--- config.mk ---
export PLATFORM = sky130hd
export DESIGN_NAME = kcp_mul
export DESIGN_NICKNAME = d
export VERILOG_FILES = /design/src/rtl/kcp_pkg.sv /design/src/rtl/kcp_mul.sv
export SDC_FILE = /design/constraint.sdc
export NUM_CORES = 2
export LEC_CHECK = 0
export BUFFER_PORTS_ARGS = -buffer_cell sky130_fd_sc_hd__buf_2
export CAP_MARGIN = 20
export CORE_MARGIN = 3
export CORE_UTILIZATION = 55
export CTS_CLUSTER_DIAMETER = 120
export DETAILED_ROUTE_END_ITERATION = 16
export PLACE_DENSITY_LB_ADDON = 0.3
export SLEW_MARGIN = 10
export SYNTH_ARGS = -nofsm -noshare
export SYNTH_HDL_FRONTEND = slang
export SYNTH_SLANG_ARGS = --single-unit
export TNS_END_PERCENT = 50
--- constraint.sdc ---
create_clock -name clk -period 11.9 [get_ports clk]
set_input_delay 0 -clock clk [delete_from_list [all_inputs] [get_ports clk]]
set_output_delay 0 -clock clk [all_outputs]
set_load 0.01 [all_outputs]
--- src/rtl/kcp_pkg.sv ---
`timescale 1ns / 1ps
// ----------------------------------------------------------------------------
// kcp_pkg
// shared types, constants and saturating fixed-point helpers of the
// rate crossing predictor
// ----------------------------------------------------------------------------
package kcp_pkg;

  localparam int TIME_BITS      = 48;
  localparam int RATE_FRAC_BITS = 48;
  localparam int FIELD_BITS     = 48;

  localparam logic [5:0] SH_ZERO = 6'd0;
  localparam logic [5:0] SH_Q16  = 6'd16;
  localparam logic [5:0] SH_RATE = 6'(RATE_FRAC_BITS);
  localparam logic [5:0] SH_POS  = 6'(RATE_FRAC_BITS - 16);

  localparam logic signed [63:0] S64_MAX = {1'b0, {63{1'b1}}};
  localparam logic signed [63:0] S64_MIN = {1'b1, {63{1'b0}}};
  localparam logic signed [63:0] ONE_RATE = 64'sd1 <<< RATE_FRAC_BITS;

  localparam logic [TIME_BITS-1:0] TIME_ALL_ONES = {TIME_BITS{1'b1}};
  localparam logic [TIME_BITS-1:0] TIME_SAT      = TIME_ALL_ONES - 1'b1;

  // result status codes
  localparam logic [2:0] ST_SEEDED       = 3'd0;
  localparam logic [2:0] ST_UPDATED      = 3'd1;
  localparam logic [2:0] ST_REJECTED     = 3'd2;
  localparam logic [2:0] ST_NOT_READY    = 3'd3;
  localparam logic [2:0] ST_CROSSED      = 3'd4;
  localparam logic [2:0] ST_EXTRAPOLATED = 3'd5;
  localparam logic [2:0] ST_SATURATED    = 3'd6;

  // request types
  localparam logic REQ_OBSERVE = 1'b0;
  localparam logic REQ_PREDICT = 1'b1;

  // configuration register indexes
  localparam logic [1:0] CFG_OBS_NOISE  = 2'd0;
  localparam logic [1:0] CFG_PROC_POS   = 2'd1;
  localparam logic [1:0] CFG_PROC_RATE  = 2'd2;
  localparam logic [1:0] CFG_INIT_RATEV = 2'd3;

  typedef struct packed {
    logic              start;
    logic signed [63:0] a;
    logic signed [63:0] b;
    logic [5:0]         sh;
  } op_req_t;

  typedef struct packed {
    logic               done;
    logic signed [63:0] value;
  } op_rsp_t;

  function automatic logic [63:0] mag(input logic signed [63:0] a);
    mag = a[63] ? (64'd0 - $unsigned(a)) : $unsigned(a);
  endfunction

  function automatic logic signed [63:0] from_mag(input logic [63:0] hi,
                                                  input logic [63:0] lo,
                                                  input logic neg);
    logic [63:0] lim;
    lim = neg ? 64'h8000_0000_0000_0000 : 64'h7FFF_FFFF_FFFF_FFFF;
    if (hi != 64'd0 || lo > lim) begin
      from_mag = neg ? S64_MIN : S64_MAX;
    end else begin
      from_mag = neg ? $signed(64'd0 - lo) : $signed(lo);
    end
  endfunction

  function automatic logic signed [63:0] sadd(input logic signed [63:0] a,
                                              input logic signed [63:0] b);
    logic signed [63:0] r;
    r = a + b;
    if (a[63] == b[63] && r[63] != a[63]) begin
      sadd = a[63] ? S64_MIN : S64_MAX;
    end else begin
      sadd = r;
    end
  endfunction

  function automatic logic signed [63:0] ssub(input logic signed [63:0] a,
                                              input logic signed [63:0] b);
    logic signed [63:0] r;
    r = a - b;
    if (a[63] != b[63] && r[63] != a[63]) begin
      ssub = a[63] ? S64_MIN : S64_MAX;
    end else begin
      ssub = r;
    end
  endfunction

  function automatic logic signed [63:0] to_q16(input logic [FIELD_BITS-1:0] v);
    if (v[FIELD_BITS-1]) begin
      to_q16 = S64_MAX;
    end else begin
      to_q16 = $signed({v, 16'd0});
    end
  endfunction

endpackage

--- src/rtl/kcp_mul.sv ---
`timescale 1ns / 1ps
// ----------------------------------------------------------------------------
// kcp_mul
// shared 64x64 signed multiplier: four 32x32 partial products, then round
// half away from zero, shift right and saturate
// ----------------------------------------------------------------------------
module kcp_mul (
  input  logic             clk,
  input  logic             rst,
  input  kcp_pkg::op_req_t req,
  output kcp_pkg::op_rsp_t rsp
);
  import kcp_pkg::*;

  logic         busy;
  logic [2:0]   ph;
  logic [63:0]  xa;
  logic [63:0]  xb;
  logic         neg;
  logic [5:0]   sh;
  logic [127:0] acc;
  logic         done;
  logic signed [63:0] value;

  logic [31:0]  pa;
  logic [31:0]  pb;
  logic [63:0]  pp;
  logic [1:0]   pos;
  logic [127:0] half;
  logic [127:0] shifted;

  assign pa      = ph[1] ? xa[63:32] : xa[31:0];
  assign pb      = ph[0] ? xb[63:32] : xb[31:0];
  assign pp      = pa * pb;
  assign pos     = {1'b0, ph[1]} + {1'b0, ph[0]};
  assign half    = (128'd1 << sh) >> 1;
  assign shifted = acc >> sh;

  always_ff @(posedge clk) begin
    if (rst) begin
      busy <= 1'b0;
      ph   <= 3'd0;
      done <= 1'b0;
    end else begin
      done <= 1'b0;
      if (req.start) begin
        busy <= 1'b1;
        ph   <= 3'd0;
      end else if (busy) begin
        if (ph == 3'd5) begin
          busy <= 1'b0;
          done <= 1'b1;
        end
        ph <= ph + 3'd1;
      end
    end
  end

  always_ff @(posedge clk) begin
    if (req.start) begin
      xa  <= mag(req.a);
      xb  <= mag(req.b);
      neg <= req.a[63] ^ req.b[63];
      sh  <= req.sh;
      acc <= 128'd0;
    end else if (busy) begin
      if (ph < 3'd4) begin
        acc <= acc + ({64'd0, pp} << {pos, 5'd0});
      end else if (ph == 3'd4) begin
        acc <= acc + half;
      end else begin
        value <= from_mag(shifted[127:64], shifted[63:0], neg);
      end
    end
  end

  assign rsp.done  = done;
  assign rsp.value = value;

endmodule

==> Yosys cells after proc, flatten, opt, wreduce, memory -nomap -nowiden <==
Cells that the tools add are included.
{ "word_totals": {"ff_bits": 332, "inputBits": 137, "output_inout_bits": 65, "word_cells": 51} }
{ "op_classes": {"addsub": 7, "mul": 1, "order_cmp": 2, "n_eq_ne": 2, "n_shift": 3, "n_mux": 13, "bitwise": 5, "n_reduce_logical": 7} }
{ "op_table": {"columns": ["cell", "n"], "rows": [
  ["$mux 128", 2],
  ["$mux 64", 3],
  ["$sub 1x64->64 const A", 3],
  ["$add 128x127->128", 1],
  ["$add 128x128->128", 1],
  ["$shl 1x6->128 const A", 1],
  ["$shl 64x7->128", 1],
  ["$shr 128x6->128", 1],
  ["$mux 63", 2],
  ["$gt 64x64->1", 1],
  ["$mul 32x32->64", 1],
  ["$mux 32", 2],
  ["$reduce_bool 64->1", 1],
  ["$eq 3x3->1 const B", 2],
  ["$mux 1", 4],
  ["$not 1->1", 4],
  ["$reduce_and 4->1", 1],
  ["$add 3x1->3 const B", 1],
  ["$lt 3x3->1 const B", 1],
  ["$reduce_or 3->1", 1],
  ["$add 1x1->2", 1],
  ["$reduce_and 2->1", 1],
  ["$reduce_bool 2->1", 1],
  ["$reduce_or 2->1", 1],
  ["2 further kinds", 2]
]} }

==> Longest topological paths before layout <==
{ "depth": {"depth_word": 5, "depth_mapped": 49} }

==> Worst setup path before layout <==
Ideal clock, no wire load.
{ "synth_timing": {"kind": "register to register", "from": "register ph[1]", "to": "register acc[126]", "setup_ns": 0.117, "arrival_time_ns": 12.308, "setup_slack_ns": -0.524, "path_stages_with_launch": 46, "path_buffers": 5, "cell_sequence": "dfxtp_1 clkbuf_1 clkbuf_1 buf_1 mux2i_1 clkbuf_1 nor2_1 fa_1 fa_1 inv_1 fa_1 fa_1 inv_1 fa_1 fa_1 fa_1 fa_1 ha_1 [... 10 more ...] a21oi_1 xor2_1 o221ai_1 ha_1 clkbuf_1 nand4_1 nor4_1 nand4_1 nor4_1 o21ai_0 a21oi_1 a31oi_1 o21ai_0 a31oi_1 or3_1 o41ai_1 xor2_1 a22o_1"} }
{ "synth_via": {"elab_chain_len": 5, "word_cells_on_any_way": 10} }
{ "synth_lines": {"columns": ["item", "line", "rtl"], "rows": [
  ["start: declaration", "kcp_mul.sv:16", "logic [2:0] ph;"],
  ["start signal: assignment", "kcp_mul.sv:54", "ph <= ph + 3'd1;"],
  ["$mux 32", "kcp_mul.sv:32", "assign pa = ph[1] ? xa[63:32] : xa[31:0];"],
  ["$mul 32x32->64", "kcp_mul.sv:34", "assign pp = pa * pb;"],
  ["$shl 64x7->128", "kcp_mul.sv:68", "acc <= acc + ({64'd0, pp} << {pos, 5'd0});"],
  ["$add 128x128->128", "kcp_mul.sv:68", null],
  ["$mux 128", "kcp_mul.sv:67", "if (ph < 3'd4) begin"],
  ["end signal: assignment", "kcp_mul.sv:68", null],
  ["end signal: assignment", "kcp_mul.sv:70", "acc <= acc + half;"],
  ["end: declaration", "kcp_mul.sv:21", "logic [127:0] acc;"]
]} }
Several ways; a longest one is shown, not always the timed one.
A chain may end at the register's enable or synchronous reset.

==> Worst setup path in the final report <==
Same ends and word-level chain as after synthesis.

==> run_results.csv <==
group,metric,value,unit
global_routing,antenna_found_initial,12,
timing,timing_hold_violations_final,0,
global_routing,grt_pass1_vias,66200,
synth,ys_ff_latch,332,
synth,syn_inst,7700,
routing,via_per_inst,6.28,
synth,syn_area,66900,um^2
timing,tightest_slew,1.21,ns
clock_tree,clock-root-buffer,"clkbuf_16",
worst_setup_path,required,12.43,ns
floorplan,die_h,355,um
floorplan,core,120000,um^2
routing,first_pass_iters,8,
clock_tree,htree_num_levels,2,
run_status,violations,"negative setup slack",
worst_hold_path,hp-class,"in -> reg",
timing,setup_viol,10,
timing,max-slew-margin-rel,19.4,%
worst_setup_path,cp_max_fo,8,
final_layout,nets,10300,
global_routing,overflow,0,
worst_setup_path,r2r_cells,49,
clock_tree,cts_tree,"built",
timing,fin_setup_tns,-1.77,ns
synth,synth_edf_count,199,
routing,wire_per_inst,25.8,um
timing,fin_crit,12.17,ns
timing,fin_worst_skew,0.0582,ns
synth,synth_commonest_cells,"1006 x nand2_1, 980 x inv_1, 897 x fa_1",
timing,rsz0062_at_grt,"true",
synth,synth_nets,9200,
routing,first_iter_violations,8371,
timing,worst_slack,-0.266,ns
routing,drtAntennaViolNets,0,
timing,fmax,0.0822,GHz
global_routing,track_usage,41.7,%
global_routing,grt_pass1_wl,400000,um
worst_setup_path,criticalPathCategory,"reg -> reg",
timing,drv_slew,0,
synth,synth_most_common_cell,"nand2_1",
clock_tree,clock_sinks,332,
placed_design,gp_congestion,1.09,
synth,synth_top_area_share,26.8,%
routing,drt_wl_total,270000,um
timing,finalCritPeriodShare,102,%
floorplan,dieArea,126000,um^2
final_layout,post-route-util,68.3,%
floorplan,io_pins,202,
global_routing,grt_max_degree,171,
synth,synth_area_leaders,"fa_1 27%, edfxtp_1 8.9%, ha_1 8.7%, nand2_1 5.6%, inv_1 5.5%",
routing,num_vias,65600,
run_status,outcome,"finished with violations",
synth,ys_seq_area_share,12.9,%
worst_setup_path,cp.arrival,12.70,ns
final_layout,areaGrowthSynthToFinish,22.7,%
run,cap_violations,0,
synth,synth_warnings,0,
placed_design,port_buffers,201,
clock_tree,numCtsBuffers,44,
placed_design,hpwl,212000,um
final_layout,drive_above_1_share,21.5,%
placed_design,place_ws,-1.60,ns
synth,synth_top_flop_cell,"edfxtp_1",
floorplan,die_x,355,um
worst_setup_path,max_stage_delay,0.57,ns
clock_tree,clkLatencyLatePin,0.69,ns
clock_tree,clk_path_buf_depth,3,
worst_setup_path,start_kind,"flop",
worst_hold_path,hold_depth,2,
worst_setup_path,slowest_stage,"fa_1",
synth,async_flop_share,0,%
synth,syn_area_per_cell,8.69,um^2
floorplan,num_rows,127,
clock_tree,clk_transition_reported_paths,0.07,ns
floorplan,start_util,55.7,%
synth,synth_top_area_cell,"fa_1",
timing,whs,0.0270,ns
worst_setup_path,critPathCaptureType,"flop",
final_layout,n_fill_cell,9335,
routing,drc,0,
synth,synth_cell_types,99,
-- kinds of logic (layout without fill, tap and decap cells) --
logic type	after synthesis	after routing	synth area share, %
simple gates	2451	2451	15.8
other cells	0	5	0
xor+xnor	302	302	3.95
flops	332	332	12.9
buf+inv	1420	2552	8.21
fa+ha+maj	1363	1363	35.5
compound gates	1332	1332	12.5
mux	500	500	11.0
-- flip-flops by register name, summed over array words and instances, names as in the netlist --
| signal | cells |
|---|---|
| done | 1 |
| xa | 64 |
| value | 64 |
| sh | 6 |
| acc | 128 |
| busy | 1 |
| xb | 64 |
| neg | 1 |
| ph | 3 |
-- routing by layer --
layer / vias to the layer above / track usage, % / wire length, um
met1: 31700 / 50.5 / 95100
met5: - / 0 / 95
li1: 28000 / - / -
met2: 4483 / 65.3 / 119000
met3: 1303 / 10.1 / 30200
met4: 12 / 29.8 / 25300
-- critical path: cells and delay by family (launching register included) --
kind | cells | cell delay [ns]
buffers and inverters | 12 | 1.57
AND/OR/NAND/NOR | 10 | 2.16
adder cells (fa/ha/maj) | 10 | 4.51
XOR/XNOR | 2 | 0.30
multiplexers | 1 | 0.31
flip-flops | 1 | 0.46
AO/OA/AOI/OAI | 14 | 2.69
-- through the flow --
step                      std cells  area, um^2
after global placement        10100       76400
final                         10400       82200
after floorplan                7700       67000
after detailed placement      10100       76400
after global routing          10400       82200
after CTS                     10400       80800
-- path summary, 6_finish.rpt --
path / start / endpoint / slack [ns]
worst max register to register: ph[1] / acc[126] / -0.27
worst min-delay path: req[2] / sh[2] / 0.03
worst min register to register: acc[0] / acc[0] / 0.49
worst max-delay path: ph[1] / acc[126] / -0.27
-- layout make-up --
cell class	count	area (um^2)	share of cell area, %
clock buffer	53	1160	1.42
inverter	985	3700	4.51
multi-input combinational	5948	54200	65.9
sequential	332	8650	10.5
tap	1612	2020	2.45
clock inverter	29	370	0.451
timing repair buffer	1485	12100	14.7
antenna	5	12.5	0.0152
-- layout by cell type (no fill, tap or decap), drive strengths merged, types with 95 or more instances in the layout --
master,netlist,layout
edfxtp,199,199
a21oi,421,421
mux4,170,170
dlygate4sd3,0,212
nor2,884,884
fa,897,897
xnor2,228,228
a21o,135,135
nand2,1009,1009
o21ai,299,299
nand3,95,95
buf,98,1269
inv,984,987
mux2i,183,183
dfxtp,133,133
ha,466,466
mux2,147,147
-- repair_timing --
action	4_1_cts	5_1_grt
cloned	3	2
hold endpoints to repair	213	0
setup endpoints to repair	63	65
gates resized for setup	101	216
setup buffers	18	52
pin swaps	25	74
hold buffers	212	0
Power is not shown: default switching activity piles up to over one toggle a cycle in this logic, so the estimate is an artifact.
