--- config.mk ---
export PLATFORM = sky130hd
export DESIGN_NAME = kcp_div
export DESIGN_NICKNAME = d
export VERILOG_FILES = /design/src/rtl/kcp_pkg.sv /design/src/rtl/kcp_div.sv
export SDC_FILE = /design/constraint.sdc
export NUM_CORES = 1
export LEC_CHECK = 0
export BUFFER_PORTS_ARGS = -buffer_cell sky130_fd_sc_hd__buf_2
export CORE_MARGIN = 1
export CORE_UTILIZATION = 50
export CTS_CLUSTER_SIZE = 25
export DETAILED_ROUTE_END_ITERATION = 6
export PLACE_DENSITY = 0.68
export SETUP_SLACK_MARGIN = 0.5
export SLEW_MARGIN = 10
export SYNTH_ARGS = -nofsm -noshare
export SYNTH_HDL_FRONTEND = slang
export SYNTH_SLANG_ARGS = --single-unit
export TNS_END_PERCENT = 50
--- constraint.sdc ---
create_clock -name clk -period 18.95 [get_ports clk]
set_input_delay 3.79 -clock clk [delete_from_list [all_inputs] [get_ports clk]]
set_output_delay 3.79 -clock clk [all_outputs]
set_load 0.02 [all_outputs]
--- src/rtl/kcp_pkg.sv ---
`timescale 1ns / 1ps
// ----------------------------------------------------------------------------
// kcp_pkg
// shared types, constants and saturating fixed-point helpers of the
// rate crossing predictor
// ----------------------------------------------------------------------------
package kcp_pkg;

  localparam int TIME_BITS      = 48;
  localparam int RATE_FRAC_BITS = 48;
  localparam int FIELD_BITS     = 48;

  localparam logic [5:0] SH_ZERO = 6'd0;
  localparam logic [5:0] SH_Q16  = 6'd16;
  localparam logic [5:0] SH_RATE = 6'(RATE_FRAC_BITS);
  localparam logic [5:0] SH_POS  = 6'(RATE_FRAC_BITS - 16);

  localparam logic signed [63:0] S64_MAX = {1'b0, {63{1'b1}}};
  localparam logic signed [63:0] S64_MIN = {1'b1, {63{1'b0}}};
  localparam logic signed [63:0] ONE_RATE = 64'sd1 <<< RATE_FRAC_BITS;

  localparam logic [TIME_BITS-1:0] TIME_ALL_ONES = {TIME_BITS{1'b1}};
  localparam logic [TIME_BITS-1:0] TIME_SAT      = TIME_ALL_ONES - 1'b1;

  // result status codes
  localparam logic [2:0] ST_SEEDED       = 3'd0;
  localparam logic [2:0] ST_UPDATED      = 3'd1;
  localparam logic [2:0] ST_REJECTED     = 3'd2;
  localparam logic [2:0] ST_NOT_READY    = 3'd3;
  localparam logic [2:0] ST_CROSSED      = 3'd4;
  localparam logic [2:0] ST_EXTRAPOLATED = 3'd5;
  localparam logic [2:0] ST_SATURATED    = 3'd6;

  // request types
  localparam logic REQ_OBSERVE = 1'b0;
  localparam logic REQ_PREDICT = 1'b1;

  // configuration register indexes
  localparam logic [1:0] CFG_OBS_NOISE  = 2'd0;
  localparam logic [1:0] CFG_PROC_POS   = 2'd1;
  localparam logic [1:0] CFG_PROC_RATE  = 2'd2;
  localparam logic [1:0] CFG_INIT_RATEV = 2'd3;

  typedef struct packed {
    logic              start;
    logic signed [63:0] a;
    logic signed [63:0] b;
    logic [5:0]         sh;
  } op_req_t;

  typedef struct packed {
    logic               done;
    logic signed [63:0] value;
  } op_rsp_t;

  function automatic logic [63:0] mag(input logic signed [63:0] a);
    mag = a[63] ? (64'd0 - $unsigned(a)) : $unsigned(a);
  endfunction

  function automatic logic signed [63:0] from_mag(input logic [63:0] hi,
                                                  input logic [63:0] lo,
                                                  input logic neg);
    logic [63:0] lim;
    lim = neg ? 64'h8000_0000_0000_0000 : 64'h7FFF_FFFF_FFFF_FFFF;
    if (hi != 64'd0 || lo > lim) begin
      from_mag = neg ? S64_MIN : S64_MAX;
    end else begin
      from_mag = neg ? $signed(64'd0 - lo) : $signed(lo);
    end
  endfunction

  function automatic logic signed [63:0] sadd(input logic signed [63:0] a,
                                              input logic signed [63:0] b);
    logic signed [63:0] r;
    r = a + b;
    if (a[63] == b[63] && r[63] != a[63]) begin
      sadd = a[63] ? S64_MIN : S64_MAX;
    end else begin
      sadd = r;
    end
  endfunction

  function automatic logic signed [63:0] ssub(input logic signed [63:0] a,
                                              input logic signed [63:0] b);
    logic signed [63:0] r;
    r = a - b;
    if (a[63] != b[63] && r[63] != a[63]) begin
      ssub = a[63] ? S64_MIN : S64_MAX;
    end else begin
      ssub = r;
    end
  endfunction

  function automatic logic signed [63:0] to_q16(input logic [FIELD_BITS-1:0] v);
    if (v[FIELD_BITS-1]) begin
      to_q16 = S64_MAX;
    end else begin
      to_q16 = $signed({v, 16'd0});
    end
  endfunction

endpackage

--- src/rtl/kcp_div.sv ---
`timescale 1ns / 1ps
// ----------------------------------------------------------------------------
// kcp_div
// shared restoring divider: (n << sh) / d, truncating, saturating,
// one quotient bit per cycle
// ----------------------------------------------------------------------------
module kcp_div (
  input  logic             clk,
  input  logic             rst,
  input  kcp_pkg::op_req_t req,
  output kcp_pkg::op_rsp_t rsp
);
  import kcp_pkg::*;

  logic         busy;
  logic [5:0]   cnt;
  logic [63:0]  rem;
  logic [63:0]  lo;
  logic [63:0]  q;
  logic [63:0]  dv;
  logic         neg;
  logic         done;
  logic signed [63:0] value;

  logic [127:0] wide;
  logic [64:0]  trial;
  logic         ge;
  logic [63:0]  q_next;

  assign wide   = {64'd0, mag(req.a)} << req.sh;
  assign trial  = {rem, lo[63]};
  assign ge     = trial >= {1'b0, dv};
  assign q_next = {q[62:0], ge};

  always_ff @(posedge clk) begin
    if (rst) begin
      busy <= 1'b0;
      done <= 1'b0;
      cnt  <= 6'd0;
    end else begin
      done <= 1'b0;
      if (req.start) begin
        if (wide[127:64] >= $unsigned(req.b)) begin
          done <= 1'b1;
        end else begin
          busy <= 1'b1;
          cnt  <= 6'd63;
        end
      end else if (busy) begin
        cnt <= cnt - 6'd1;
        if (cnt == 6'd0) begin
          busy <= 1'b0;
          done <= 1'b1;
        end
      end
    end
  end

  always_ff @(posedge clk) begin
    if (req.start) begin
      rem   <= wide[127:64];
      lo    <= wide[63:0];
      q     <= 64'd0;
      dv    <= $unsigned(req.b);
      neg   <= req.a[63];
      value <= req.a[63] ? S64_MIN : S64_MAX;
    end else if (busy) begin
      rem <= ge ? 64'(trial - {1'b0, dv}) : trial[63:0];
      lo  <= {lo[62:0], 1'b0};
      q   <= q_next;
      if (cnt == 6'd0) begin
        value <= from_mag(64'd0, q_next, neg);
      end
    end
  end

  assign rsp.done  = done;
  assign rsp.value = value;

endmodule

Word-level counts from Yosys, hierarchy flattened
Index checks and enable logic that the tools add are counted.
{ "word_totals": {"ff_bits": 328, "out_inout_bits": 65, "wordCells": 47} }
{ "classes": {"magnitude_cmp": 3, "shift": 1, "eq_ne": 1, "reduce_logical": 5, "mux": 24, "add_sub_neg": 4} }
{ "op_table": {"columns": ["cell", "n"], "rows": [
  ["64-bit 2-to-1 mux", 13],
  ["64-bit by 6-bit << shifter with 128-bit output", 1],
  ["1-bit by 64-bit subtractor with 64-bit output, first input constant", 2],
  ["65-bit by 64-bit greater-or-equal comparator with 1-bit output", 1],
  ["64-bit greater-or-equal comparator", 1],
  ["64-bit greater-than comparator", 1],
  ["64-bit subtractor", 1],
  ["6-bit 2-to-1 mux", 3],
  ["1-bit 2-to-1 mux", 8],
  ["6-bit logical NOT", 1],
  ["6-bit by 1-bit subtractor with 6-bit output, second input constant", 1],
  ["2-bit AND reduction", 2],
  ["2-bit nonzero test", 2],
  ["2-bit inequality test, second input constant", 1]
]} }

Longest topological paths before layout
{ "logic_depth": {"depth_word": 7, "depth_mapped": 27} }

Least setup slack after synthesis
OpenSTA, ideal clock, no wires.
{ "synth_path": {"path_type": "input -> register", "start": "in req[99] (netlist bit)", "end": "reg cnt[1]", "arrival_ns": 9.190, "path_stages": 24, "setup_time_ns": 0.095, "slack_ns": 9.665, "required_ns": 18.855, "path_buffers": 3, "cell_sequence": "buf_2 or4_4 buf_6 or3_4 or3_1 buf_2 o31a_1 a211oi_2 nand2_2 mux4_2 a222oi_1 mux2i_1 and2_1 ha_1 a21o_1 a21o_1 a21o_1 a21o_1 a21o_1 a21oi_1 o2111ai_1 a211oi_1 nor2_1 a221oi_1"} }
{ "synth_between": {"elab_chain_cells": 6} }
{ "synth_rtl": {"columns": ["item", "line", "text"], "rows": [
  ["start: declaration", "kcp_div.sv:10", "input kcp_pkg::op_req_t req,"],
  ["1-bit by 64-bit subtractor with 64-bit output", "kcp_pkg.sv:57", "mag = a[63] ? (64'd0 - $unsigned(a)) : $unsigned(a);"],
  ["64-bit 2-to-1 mux (*)", "kcp_pkg.sv:57", null],
  ["64-bit by 6-bit << shifter with 128-bit output (*)", "kcp_div.sv:30", "assign wide = {64'd0, mag(req.a)} << req.sh;"],
  ["64-bit greater-or-equal comparator (*)", "kcp_div.sv:43", "if (wide[127:64] >= $unsigned(req.b)) begin"],
  ["2-bit inequality test (no source line) (*)", null, null],
  ["2-bit AND reduction (no source line) (*)", null, null],
  ["end signal: assignment", "kcp_div.sv:50", "cnt <= cnt - 6'd1;"],
  ["end: declaration", "kcp_div.sv:16", "logic [5:0] cnt;"]
]} }
Every way passes the cells marked *; elsewhere a longest branch is shown, timed or not.
A chain may end at the register's enable or synchronous reset.

Final worst setup path
{ "layout_path": {"start": "in req[102] (netlist bit)", "end": "reg cnt[1]"} }
Same word-level chain as after synthesis.

==> impl_results.md <==
* Number of clock sinks at 328
* Headroom to the max-slew limit at 19.56%
* Final routed wirelength across all metal layers at 122.2 mm
* Die Outline Area at 65020 um^2
* Cell occurring most often along the worst timing path: a21o_1
* Pin count of the biggest net entering global routing at roughly 120
* Average instance area after synthesis at 8.345 um^2
* Clock tree from TritonCTS: yes
* Number of register bits inferred by synthesis at 328
* Total Power Consumption at 3.115 mW
* Top cells by area in the synthesized netlist: edfxtp_1 (24%), ha_1 (7.6%), dfxtp_1 (4.4%)
* DR WL/cell at ~26 um
* Sequence of cells on the critical path: buf_2 -> or4_4 -> nor3_1 -> nand4_1 -> or4_1 -> a21oi_1 -> nor2_1 -> mux4_2 -> a222oi_1 -> mux2i_1 -> and2_1 -> ha_1 -> a21o_1 -> a21o_1 -> a21o_1 -> a21o_1 -> a21o_1 -> a21oi_1 -> o2111ai_1 -> a211oi_1 -> nor2_1 -> a221oi_1
* Cell family with the largest share of critical-path delay: simple AND/OR/NAND/NOR gates
* GRT Residual Overflow at 0
* Number of pins with negative max-slew slack in the final report at 0
* Final-report hold violation count at 0
* Startpoint-to-endpoint class of the critical path: primary input to flop
* Clk Latency, worst-skew pair at 0.58 ns
* Number of rows in the core area at 92
* Floorplan die height at 255.0 um
* RSZ-0062 raised after global routing: false
* Final estimated routing congestion in global placement at 0.9931
* Maxcap violations at 0
* Die width at about 250 um
* Worst reg2reg startpoint: dv[1]
* Synth async-reset ratio at 0%
* CTS Root Buffer Type: clkbuf_16
* Cell with the largest stage delay on the worst path: a222oi_1
* # setup viols final at 0
* DRC Markers at 4
* Global-route wire length before repair at between 150 and 200 mm
* Hold-critical path depth at 1
* Areal power density over the cells at around 90 nW/um^2
* Synth-to-layout area growth at 8.633%
* Port buffer count at 201
* Number of cell instances on the worst register-to-register path at 25
* Worst setup margin at 8.075 ns
* Combined global-route utilization of all metal layers at 36.51%
* Sort of element at the start of the critical path: primary input
* Violated checks: DRC
* Clock-pin transition on the worst setup and hold timing paths at 0.06 ns
* Total nets after synthesis at 4168
* Routed vias/inst at 6.960
* Largest stage delay on the critical path at 0.97 ns
* Worst slack, placed at approximately 7.8 ns
* Fillers at approximately 6000
* Number of global-route vias before repair at approximately 30000
* First DRT Iteration DRCs at between 4000 and 5000
* Source of the worst hold timing path: lo[14]
* Crit Reg-Reg Endpoint: value[58]
* Post-detail-place hpwl at 90.06 mm
* Effective utilization at floorplan at 50.64%
* I/O pins at between 200 and 250
* Maximum level of the CTS H-tree at 2
* Final worst path period share at 57.39%
* Cell taking the most area after synthesis: edfxtp_1
* Number of gates resized after cts at 0
* Signal arrival time at the worst endpoint at 11.36 ns
* Final worst clock skew at 0.02347 ns
* Area share of the largest cell type after synthesis at 24.12%
* Post-route insts no fill at 4726
* Buffering stage count on the worst path with inverters included at 1
* Number of placed instances, taps included at 4658
* DRT antenna net count at 0
* Commonest register cell after synthesis: edfxtp_1
* Post-route minimum period at 10.88 ns
* Post-synth design cell area at 32000 um^2
* Number of nets in the layout at 4184
* Initial antenna violation count at 2
* Hold buffer count at cts at 0
* Worst-case register-to-register setup slack at around 11 ns
* End point of the worst hold path: lo[15]
* Peak fanout along the critical path at 20
* CORE AREA at 63200 um^2
* Slew @ Worst Pin at 1.196 ns
* Fraction of the yosys area taken by sequential cells at 28.56%
* Ratio of cells with drive above 1 in the final layout at a little over an eighth
* Synth unique cells at 92
* Via count at around 33000
* Outcome: complete, but fails checks
* Static leakage power at about 14 nW
* Crit. End Element: flop
* Clock buffer count from CTS at 37
* Type of the most critical hold path: flop to flop
* Number of buffers on the longest clock path at 3
* Maximum clock rate at between 0.09 and 0.1 GHz
* CP required at 19.44 ns
* Accumulated negative setup slack at 0 ns
* Post CTS Setup Buffer Count at 0
* Number of flops mapped to enable cells by yosys at about 260
* First-pass iteration count of the detailed router at 7
* Synthesis Warnings at 0
* Worst VDD drop at 0.05766 mV
* Number of instances in the synthesized netlist at between 3000 and 4000
-- power by group --
group          switching (mW)  total (mW)  internal, mW
Sequential             0.0516       0.951         0.900
Combinational           0.901        1.42         0.521
Clock                   0.324       0.742         0.418
-- synthesized netlist by cell type (19+ instances only) --
cell and instances:
a21o_1 118, a21oi_1 255, and3_1 40, a22oi_1 19, and2_1 30, o21a_1 30
or2_2 44, or3_1 66, nor4_1 60, nand3_1 95, clkbuf_1 244, nand4_1 68
or4_1 33, mux2_2 42, mux2i_1 141, o2bb2ai_1 35, o211ai_1 44, dfxtp_1 71
o2111ai_1 22, o32ai_1 19, a211oi_1 100, o21ai_0 178, nand2_1 265, nor2_1 361
a221oi_1 36, xor2_1 33, mux4_2 35, o31ai_1 52, a31o_2 19, inv_1 187
nor2b_1 22, o221ai_1 29, xnor2_1 50, ha_1 195, nor3_1 116, edfxtp_1 257
buf_1 38, a31oi_1 44, o22ai_1 30
-- flip-flops by register name, indices dropped and copies added, names as in the netlist --
name   cells
rem       64
value     64
busy       1
neg        1
dv        64
cnt        6
done       1
lo        64
q         63
-- cell type report --
class	instances	area (um^2)	share of cell area [%]
flip-flops and latches	328	9143	26.30
clock buffers	46	1033	2.973
clock inverters	20	181.4	0.5219
diodes	2	5.005	0.01440
multi-input cells	3029	21110	60.73
inverters	189	710.7	2.044
repair buffers	266	1521	4.376
well taps	846	1059	3.045
-- logic make-up (layout without fill, tap and decap cells) --
logic type / after synthesis / in the layout / share of synthesized area, %
DFF: 328 / 328 / 28.56
buffers and inverters: 478 / 521 / 5.681
and+or+nand+nor: 1268 / 1268 / 19.65
other: 0 / 2 / 0
muxes: 218 / 218 / 8.351
adders and majority gates: 196 / 196 / 7.687
xor gates and xnor gates: 83 / 83 / 2.272
AOI/OAI and AO/OA: 1264 / 1264 / 27.81
-- cell usage in the layout (no fill, tap or decap), types with 50 or more instances in the layout --
cell type / instances
nor4_1: 60
inv_1: 182
o31ai_1: 52
o21ai_0: 177
a21o_1: 118
dfxtp_1: 70
edfxtp_1: 257
nor2_1: 359
xnor2_1: 50
nor3_1: 116
a211oi_1: 100
ha_1: 195
mux2i_1: 141
buf_2: 198
buf_4: 66
nand2_1: 263
nand3_1: 95
nand4_1: 68
or3_1: 66
a21oi_1: 255
-- per-layer routing --
metal	vias up	track usage, %	share of wire [%]
met3	333	6.224	11
met5	-	0	0
met1	15580	50.26	41
met2	2081	55.81	44
met4	0	16.63	4.9
li1	14900	-	-
-- worst max path at each step --
stage / from / end / slack [ns] / cells after the start
3_5_place_dp: req[72] / cnt[1] / 7.76 / 22
4_1_cts: req[72] / cnt[1] / 8.36 / 22
3_3_place_gp: req[102] / cnt[1] / 8.04 / 22
6_report: req[102] / cnt[1] / 8.07 / 22
5_1_grt: req[72] / cnt[1] / 7.73 / 22
2_1_floorplan: req[99] / cnt[1] / 9.66 / 24
-- metrics by stage --
stage,hold WS (ns),area (um^2),utilization (%)
floorplan,0.4894,32000,-
global placement,0.5049,33540,53.08
detailed placement,0.5101,33540,53.08
CTS,0.5223,34760,55.00
global route,0.5440,34760,55.01
finish,0.5228,34760,55.01
(Power assumes the default switching activity.)
